File: config.mk
export PLATFORM = sky130hd
export DESIGN_NAME = chained_hash_bucket_table
export DESIGN_NICKNAME = d
export VERILOG_FILES = /design/src/sv/chbt_pkg.sv /design/src/sv/chained_hash_bucket_table.sv /design/src/sv/chbt_ctrl.sv /design/src/sv/chbt_dp.sv
export SDC_FILE = /design/constraint.sdc
export NUM_CORES = 2
export LEC_CHECK = 0
export ABC_AREA = 1
export BUFFER_PORTS_ARGS = -buffer_cell sky130_fd_sc_hd__buf_2
export CAP_MARGIN = 20
export CORE_MARGIN = 3
export CORE_UTILIZATION = 30
export CTS_BUF_LIST = sky130_fd_sc_hd__clkbuf_16
export DETAILED_ROUTE_END_ITERATION = 6
export PLACE_DENSITY = 0.5
export SKIP_CTS_REPAIR_TIMING = 1
export SYNTH_ARGS = -nofsm -noshare
export SYNTH_HDL_FRONTEND = slang
export SYNTH_SLANG_ARGS = --single-unit
File: constraint.sdc
create_clock -name clk -period 6.3 [get_ports clk]
set_clock_uncertainty 0.15 [all_clocks]
set_input_delay 0.315 -clock clk [delete_from_list [all_inputs] [get_ports clk]]
set_output_delay 0.315 -clock clk [all_outputs]
set_load 0.005 [all_outputs]
File: src/sv/chbt_pkg.sv
package chbt_pkg;

    // Table geometry
    localparam int BUCKETS = 10;
    localparam int SLOTS   = 8;
    localparam int DEPTH   = BUCKETS * SLOTS;
    localparam int ADDR_W  = $clog2(DEPTH);
    localparam int SLOT_W  = (SLOTS > 1) ? $clog2(SLOTS) : 1;
    localparam int REM_W   = $clog2(BUCKETS);

    // Word field widths
    localparam int CMD_W   = 2;
    localparam int KEY_W   = 31;
    localparam int VAL_W   = 32;
    localparam int CNT_W   = 4;
    localparam int CNT_MAX = 15;

    // Key modulus: HASH_DIG key bits folded into the remainder per cycle
    localparam int HASH_DIG   = 8;
    localparam int HASH_STEPS = (KEY_W + HASH_DIG - 1) / HASH_DIG;
    localparam int HKEY_W     = HASH_STEPS * HASH_DIG;
    localparam int HCNT_W     = (HASH_STEPS > 1) ? $clog2(HASH_STEPS) : 1;

    // Command codes
    localparam logic [CMD_W-1:0] CMD_INSERT = 2'd0;
    localparam logic [CMD_W-1:0] CMD_FIND   = 2'd1;
    localparam logic [CMD_W-1:0] CMD_REMOVE = 2'd2;

    typedef enum logic [2:0] {
        ST_IDLE,
        ST_HASH,
        ST_BASE,
        ST_SCAN,
        ST_DRAIN,
        ST_DONE
    } state_t;

    // Controller -> datapath
    typedef struct packed {
        logic load;
        logic hash_step;
        logic base_load;
        logic scan;
        logic out_load;
    } ctrl_cmd_t;

    // Datapath -> controller
    typedef struct packed {
        logic is_insert;
        logic is_nop;
        logic hash_done;
        logic scan_last;
        logic ins_free;
        logic out_busy;
    } dp_status_t;

endpackage

File: src/sv/chained_hash_bucket_table.sv
// Hash table of BUCKETS buckets with SLOTS value slots each; a word's key picks
// bucket key mod BUCKETS. Insert fills the lowest free slot (overflow=1 when
// full), find reports found, remove clears every equal entry and reports
// removed_count. Every word returns exactly one result; an unused command
// changes nothing and returns all zeros. One word is processed at a time:
// the word is accepted, the key remainder is formed 8 key bits per cycle,
// the bucket base is formed, then the bucket is walked one slot per cycle
// through the single-port slot store: insert stops at the first free slot,
// find/remove walk every slot, and an unused command skips the walk; the
// result then waits for the result register to drain. The table is empty
// right after reset, with no clearing pass.
module chained_hash_bucket_table (
    input  logic                                 clk,
    input  logic                                 rst_n,
    input  logic                                 in_valid,
    output logic                                 in_ready,
    input  logic        [chbt_pkg::CMD_W-1:0]    command,
    input  logic        [chbt_pkg::KEY_W-1:0]    key,
    input  logic signed [chbt_pkg::VAL_W-1:0]    value,
    output logic                                 out_valid,
    input  logic                                 out_ready,
    output logic                                 found,
    output logic                                 overflow,
    output logic        [chbt_pkg::CNT_W-1:0]    removed_count
);

    chbt_pkg::ctrl_cmd_t  cmd;
    chbt_pkg::dp_status_t status;

    chbt_ctrl u_ctrl (
        .clk      (clk),
        .rst_n    (rst_n),
        .in_valid (in_valid),
        .in_ready (in_ready),
        .status   (status),
        .cmd      (cmd)
    );

    chbt_dp u_dp (
        .clk           (clk),
        .rst_n         (rst_n),
        .command       (command),
        .key           (key),
        .value         (value),
        .out_valid     (out_valid),
        .out_ready     (out_ready),
        .found         (found),
        .overflow      (overflow),
        .removed_count (removed_count),
        .cmd           (cmd),
        .status        (status)
    );

endmodule

File: src/sv/chbt_ctrl.sv
module chbt_ctrl (
    input  logic                   clk,
    input  logic                   rst_n,
    input  logic                   in_valid,
    output logic                   in_ready,
    input  chbt_pkg::dp_status_t   status,
    output chbt_pkg::ctrl_cmd_t    cmd
);

    chbt_pkg::state_t state_reg;
    chbt_pkg::state_t state_next;

    // State register
    always_ff @(posedge clk or negedge rst_n)
    begin
        if (!rst_n)
        begin
            state_reg <= chbt_pkg::ST_IDLE;
        end
        else
        begin
            state_reg <= state_next;
        end
    end

    // Next state
    always_comb
    begin
        state_next = state_reg;
        case (state_reg)
            chbt_pkg::ST_IDLE:
            begin
                if (in_valid)
                begin
                    state_next = chbt_pkg::ST_HASH;
                end
            end
            chbt_pkg::ST_HASH:
            begin
                if (status.is_nop)
                begin
                    state_next = chbt_pkg::ST_DONE;
                end
                else if (status.hash_done)
                begin
                    state_next = chbt_pkg::ST_BASE;
                end
            end
            chbt_pkg::ST_BASE:
            begin
                state_next = chbt_pkg::ST_SCAN;
            end
            chbt_pkg::ST_SCAN:
            begin
                if (status.is_insert)
                begin
                    if (status.ins_free || status.scan_last)
                    begin
                        state_next = chbt_pkg::ST_DONE;
                    end
                end
                else if (status.scan_last)
                begin
                    state_next = chbt_pkg::ST_DRAIN;
                end
            end
            chbt_pkg::ST_DRAIN:
            begin
                state_next = chbt_pkg::ST_DONE;
            end
            chbt_pkg::ST_DONE:
            begin
                if (!status.out_busy)
                begin
                    state_next = chbt_pkg::ST_IDLE;
                end
            end
            default:
            begin
                state_next = chbt_pkg::ST_IDLE;
            end
        endcase
    end

    // Outputs
    always_comb
    begin
        cmd      = '0;
        in_ready = 1'b0;
        case (state_reg)
            chbt_pkg::ST_IDLE:
            begin
                in_ready = 1'b1;
                cmd.load = in_valid;
            end
            chbt_pkg::ST_HASH:
            begin
                cmd.hash_step = !status.is_nop;
            end
            chbt_pkg::ST_BASE:
            begin
                cmd.base_load = 1'b1;
            end
            chbt_pkg::ST_SCAN:
            begin
                cmd.scan = 1'b1;
            end
            chbt_pkg::ST_DONE:
            begin
                cmd.out_load = !status.out_busy;
            end
            default:
            begin
                cmd = '0;
            end
        endcase
    end

endmodule

File: src/sv/chbt_dp.sv
module chbt_dp (
    input  logic                                 clk,
    input  logic                                 rst_n,
    input  logic        [chbt_pkg::CMD_W-1:0]    command,
    input  logic        [chbt_pkg::KEY_W-1:0]    key,
    input  logic signed [chbt_pkg::VAL_W-1:0]    value,
    output logic                                 out_valid,
    input  logic                                 out_ready,
    output logic                                 found,
    output logic                                 overflow,
    output logic        [chbt_pkg::CNT_W-1:0]    removed_count,
    input  chbt_pkg::ctrl_cmd_t                  cmd,
    output chbt_pkg::dp_status_t                 status
);

    // Captured word
    logic [chbt_pkg::CMD_W-1:0]  cmd_reg;
    logic [chbt_pkg::VAL_W-1:0]  val_reg;
    logic [chbt_pkg::HKEY_W-1:0] hkey_reg;
    logic [chbt_pkg::HKEY_W-1:0] hkey_next;
    logic [chbt_pkg::HCNT_W-1:0] hcnt_reg;
    logic [chbt_pkg::REM_W-1:0]  rem_reg;
    logic [chbt_pkg::REM_W-1:0]  rem_next;

    // Scan state
    logic [chbt_pkg::ADDR_W-1:0] base_reg;
    logic [chbt_pkg::SLOT_W-1:0] slot_reg;
    logic [chbt_pkg::ADDR_W-1:0] addr;
    logic                        cmp_pend_reg;
    logic [chbt_pkg::ADDR_W-1:0] cmp_addr_reg;
    logic [chbt_pkg::VAL_W-1:0]  rd_data_reg;
    logic                        hit;
    logic                        is_insert;
    logic                        is_find;
    logic                        is_remove;
    logic                        ins_write;

    // Slot store and occupancy
    logic [chbt_pkg::VAL_W-1:0]  slot_mem [chbt_pkg::DEPTH];
    logic [chbt_pkg::DEPTH-1:0]  valid_reg;

    // Per-word results and output register
    logic                        found_reg;
    logic                        ovf_reg;
    logic [chbt_pkg::CNT_W-1:0]  cnt_reg;
    logic                        out_valid_reg;
    logic                        out_found_reg;
    logic                        out_ovf_reg;
    logic [chbt_pkg::CNT_W-1:0]  out_cnt_reg;

    assign is_insert = (cmd_reg == chbt_pkg::CMD_INSERT);
    assign is_find   = (cmd_reg == chbt_pkg::CMD_FIND);
    assign is_remove = (cmd_reg == chbt_pkg::CMD_REMOVE);

    // Remainder: fold HASH_DIG key bits, MSB first, one restoring step each
    always_comb
    begin
        logic [chbt_pkg::REM_W:0] r;
        r = {1'b0, rem_reg};
        for (int i = 0; i < chbt_pkg::HASH_DIG; i++)
        begin
            r = {r[chbt_pkg::REM_W-1:0], hkey_reg[chbt_pkg::HKEY_W-1-i]};
            if (r >= (chbt_pkg::REM_W+1)'(chbt_pkg::BUCKETS))
            begin
                r = r - (chbt_pkg::REM_W+1)'(chbt_pkg::BUCKETS);
            end
        end
        rem_next  = r[chbt_pkg::REM_W-1:0];
        hkey_next = hkey_reg << chbt_pkg::HASH_DIG;
    end

    assign addr      = base_reg + chbt_pkg::ADDR_W'(slot_reg);
    assign ins_write = cmd.scan && is_insert && !valid_reg[addr];
    assign hit       = cmp_pend_reg && valid_reg[cmp_addr_reg]
                       && (rd_data_reg == val_reg);

    // Status
    always_comb
    begin
        status.is_insert = is_insert;
        status.is_nop    = !(cmd_reg inside {chbt_pkg::CMD_INSERT, chbt_pkg::CMD_FIND,
                                             chbt_pkg::CMD_REMOVE});
        status.hash_done = (hcnt_reg == chbt_pkg::HCNT_W'(chbt_pkg::HASH_STEPS - 1));
        status.scan_last = (slot_reg == chbt_pkg::SLOT_W'(chbt_pkg::SLOTS - 1));
        status.ins_free  = !valid_reg[addr];
        status.out_busy  = out_valid_reg && !out_ready;
    end

    // Word capture, remainder and slot walk
    always_ff @(posedge clk)
    begin
        if (cmd.load)
        begin
            cmd_reg  <= command;
            val_reg  <= value;
            hkey_reg <= chbt_pkg::HKEY_W'(key);
            hcnt_reg <= '0;
            rem_reg  <= '0;
        end
        else if (cmd.hash_step)
        begin
            hkey_reg <= hkey_next;
            rem_reg  <= rem_next;
            hcnt_reg <= hcnt_reg + 1'b1;
        end
        if (cmd.base_load)
        begin
            base_reg <= chbt_pkg::ADDR_W'(int'(rem_reg) * chbt_pkg::SLOTS);
            slot_reg <= '0;
        end
        else if (cmd.scan)
        begin
            slot_reg <= slot_reg + 1'b1;
        end
        cmp_addr_reg <= addr;
    end

    // Slot store: one address per cycle, read every cycle and also written on an insert
    always_ff @(posedge clk)
    begin
        if (ins_write)
        begin
            slot_mem[addr] <= val_reg;
        end
        rd_data_reg <= slot_mem[addr];
    end

    // Occupancy, compare stage and per-word results
    always_ff @(posedge clk or negedge rst_n)
    begin
        if (!rst_n)
        begin
            valid_reg    <= '0;
            cmp_pend_reg <= 1'b0;
            found_reg    <= 1'b0;
            ovf_reg      <= 1'b0;
            cnt_reg      <= '0;
        end
        else
        begin
            cmp_pend_reg <= cmd.scan && (is_find || is_remove);
            if (cmd.load)
            begin
                found_reg <= 1'b0;
                ovf_reg   <= 1'b0;
                cnt_reg   <= '0;
            end
            else
            begin
                if (ins_write)
                begin
                    valid_reg[addr] <= 1'b1;
                end
                if (cmd.scan && is_insert && valid_reg[addr] && status.scan_last)
                begin
                    ovf_reg <= 1'b1;
                end
                if (hit && is_find)
                begin
                    found_reg <= 1'b1;
                end
                if (hit && is_remove)
                begin
                    valid_reg[cmp_addr_reg] <= 1'b0;
                    if (cnt_reg != chbt_pkg::CNT_W'(chbt_pkg::CNT_MAX))
                    begin
                        cnt_reg <= cnt_reg + 1'b1;
                    end
                end
            end
        end
    end

    // Output register
    always_ff @(posedge clk or negedge rst_n)
    begin
        if (!rst_n)
        begin
            out_valid_reg <= 1'b0;
        end
        else if (cmd.out_load)
        begin
            out_valid_reg <= 1'b1;
        end
        else if (out_ready)
        begin
            out_valid_reg <= 1'b0;
        end
    end

    always_ff @(posedge clk)
    begin
        if (cmd.out_load)
        begin
            out_found_reg <= found_reg;
            out_ovf_reg   <= ovf_reg;
            out_cnt_reg   <= cnt_reg;
        end
    end

    assign out_valid     = out_valid_reg;
    assign found         = out_found_reg;
    assign overflow      = out_ovf_reg;
    assign removed_count = out_cnt_reg;

endmodule

==> summary.txt <==
outcome - finished with violations
failing checks - negative hold slack
Clock Root Buffer - clkbuf_16
I/O pin cnt - 77
Clock Sinks - 2775
drt wl/cell - 29.8 µm
top_reg_cell synth - edfxtp_1
slew margin rel. - 21.7%
Num CTS Buffers - 299
Reg clk slew, reported paths - 0.06 ns
Seq/Total Area, Yosys - 79.6%
total power - 55.3 mW
P&R area growth vs syn - 18.3%
CP most frequent cell - nand2_2
worst setup path startpoint - u_dp.rem_reg[0]$_SDFFE_PP0P_
Via density - 5.38
die area - 0.352 mm²
Avg Inst Size Synth - 15.7 µm²
Hold Path Class - in -> reg
multi-input logic area - 0.0197 mm²
most frequent cells in the layout - edfxtp_1, nand2_1, a22oi_1, a221oi_1, nand4_1
Power Dens Cells - 452 mW/mm²
Register Area - 0.0824 mm²
GRT Residual Overflow - 0
final hold violation count - 10
Final period util - 92.0%
vias in the first global route - 60905
net count after synthesis - 6658
worst-skew pair later-pin latency - 0.91 ns
layout cell share with drive strength beyond 1 - 13.2%
port bufs - 76
WHS Path Cells - 2
ys async rst share - 3.28%
worst path required time - 6.94 ns
CTS tree - yes
drt pass-1 iters - 6
Die Ht - 593 µm
max-cap check violation count - 0
WS Path Type - reg -> reg
Post-route DRC - 0
most common cell after layout, fill and taps aside - edfxtp_1
critical path peak fanout - 4
Arr. time, crit path - 6.43 ns
crit end category - register
detailed router's first-iteration violation count - 7499
antenna-violating nets left - 0
Largest register FFs - 2560
Die X-Extent - 593 µm
GPL Wtd Cong - 0.944
clk buf depth - 4
HPWL after detailed placement - 199000 µm
Tot GR Track Use - 19.3%
Setup-failing EPs final - 0
Post-synth EDFFs - 2635
Reg-to-Reg Start - u_dp.rem_reg[0]$_SDFFE_PP0P_
setup_tns - 0 ns
Critical Path Sink - u_dp.rem_reg[1]$_SDFFE_PP0P_
Ys Warns - 0
Nets - 7054
Worst R2R Path Depth - 64
Routed WL - 351000 µm
Starting Density - 30.1%
fin. max-slew vios - 0
Peak supply drop - 0.633 mV
register bit total from synthesis - 2775
H-tree depth - 5
CP max stage delay - 0.31 ns
distinct cell type count after synthesis - 59
hold_ws - -0.0202 ns
Pleak - 39.5 nW
first-pass GRT wire length - 487000 µm
type of origin of the critical path - register
Reg-to-Reg End - u_dp.rem_reg[1]$_SDFFE_PP0P_
Max Freq - 173 MHz
Fill cells - 32661
Slowest cell on crit path - dfxtp_1
R2R Setup Slk - 0.50 ns
min Tclk post-route - 5.80 ns
Placeable Area - 0.343 mm²
Cells after Synth - 6573
Post-Syn Area - 0.103 mm²
row count - 215
pin count of the biggest net entering global routing - 116
Slew @ Worst Pin - 1.18 ns
initial antenna violation count - 27
via count - 63275
[synthesized netlist by cell type (6+ instances only)]
cell	n	area, µm²
a2bb2oi_1	54	473
ha_1	16	200
o211ai_1	42	315
o32a_1	7	70.1
o41ai_1	11	96.3
dfxtp_1	49	981
edfxtp_1	2635	79100
buf_1	59	221
o32ai_1	6	52.6
a22o_1	255	2230
xor2_1	9	78.8
o22ai_1	34	213
o2111ai_1	6	52.6
a22oi_1	342	2570
dfrtp_1	91	2280
nor4_1	13	81.3
a211oi_1	14	105
nand3_2	11	110
nor3_1	25	125
inv_1	202	758
nor2_1	171	642
o21a_1	7	52.6
or2_2	8	50.1
nand4_1	325	2030
nand2_2	34	213
o221ai_1	13	114
a21oi_1	39	195
nand3_1	92	460
o21ai_0	76	380
nand2_4	9	101
nand2_1	1242	4660
clkbuf_1	286	1070
a221oi_1	332	2910
[layout make-up]
cell class	instances	share of cell area, %
sequential	2775	67.3
timing repair buffer	442	3.66
tap	4557	4.66
multi-input combinational	3236	16.1
clock inverter	220	1.37
antenna	10	0.0204
clock buffer	302	6.17
inverter	215	0.683
[routing by layer]
layer	track usage (%)	vias up	share of wire, %
met3	3.32	561	7.7
met5	0	-	0.0071
li1	-	26653	-
met1	26.7	33227	42
met4	7.20	4	4.0
met2	30.5	2830	46
[how the worst min path moves through the flow]
stage                         start                              end  slack [ns]
after global routing      value[17]       u_dp.val_reg[17]$_DFFE_PP_       -0.04
after detailed placement      rst_n       u_dp.out_valid$_DFFE_PN0P_        0.14
after floorplan               rst_n  u_ctrl.state_reg[0]$_DFFE_PN0P_       -0.13
after global placement        rst_n       u_dp.out_valid$_DFFE_PN0P_        0.14
after CTS                     rst_n       u_dp.out_valid$_DFFE_PN0P_       -0.81
final                     value[17]       u_dp.val_reg[17]$_DFFE_PP_       -0.02
[logic make-up (layout without fill, tap and decap cells)]
group	after synthesis	in the layout	synth area share, %
other	0	10	0
buffers and inverters	562	1179	2.06
XOR/XNOR	10	10	0.0846
flip-flops	2775	2775	79.6
AO/OA/AOI/OAI	1261	1261	9.68
adder cells (fa/ha/maj)	16	16	0.193
AND/OR/NAND/NOR	1949	1949	8.38
[worst max-delay path, delay by kind of cell, from the launching register on]
family | cells | cell delay (ns)
buffers and inverters | 16 | 1.05
AND/OR/NAND/NOR | 40 | 2.79
flip-flops | 1 | 0.31
adder cells (fa/ha/maj) | 8 | 1.40
[metrics by stage]
step	setup WS [ns]	instances	hold slack [ns]	instance area, µm²	utilization (%)
after CTS	0.243	11659	-0.809	121000	35.4
after detailed placement	0.268	11137	0.139	112000	32.7
final	0.504	11757	-0.0202	122000	35.7
after global routing	-0.00283	11749	-0.0422	122000	35.7
after floorplan	0.639	6573	-0.131	103000	-
after global placement	0.0565	11134	0.135	112000	32.7
[power by group]
| part | switching [mW] | total (mW) | internal, mW | leakage, nW |
|---|---|---|---|---|
| combinational | 12.0 | 16.9 | 4.90 | 9.36 |
| sequential | 0.333 | 21.5 | 21.2 | 25.4 |
| clock | 7.25 | 16.8 | 9.59 | 4.77 |
(Power assumes the default switching activity.)
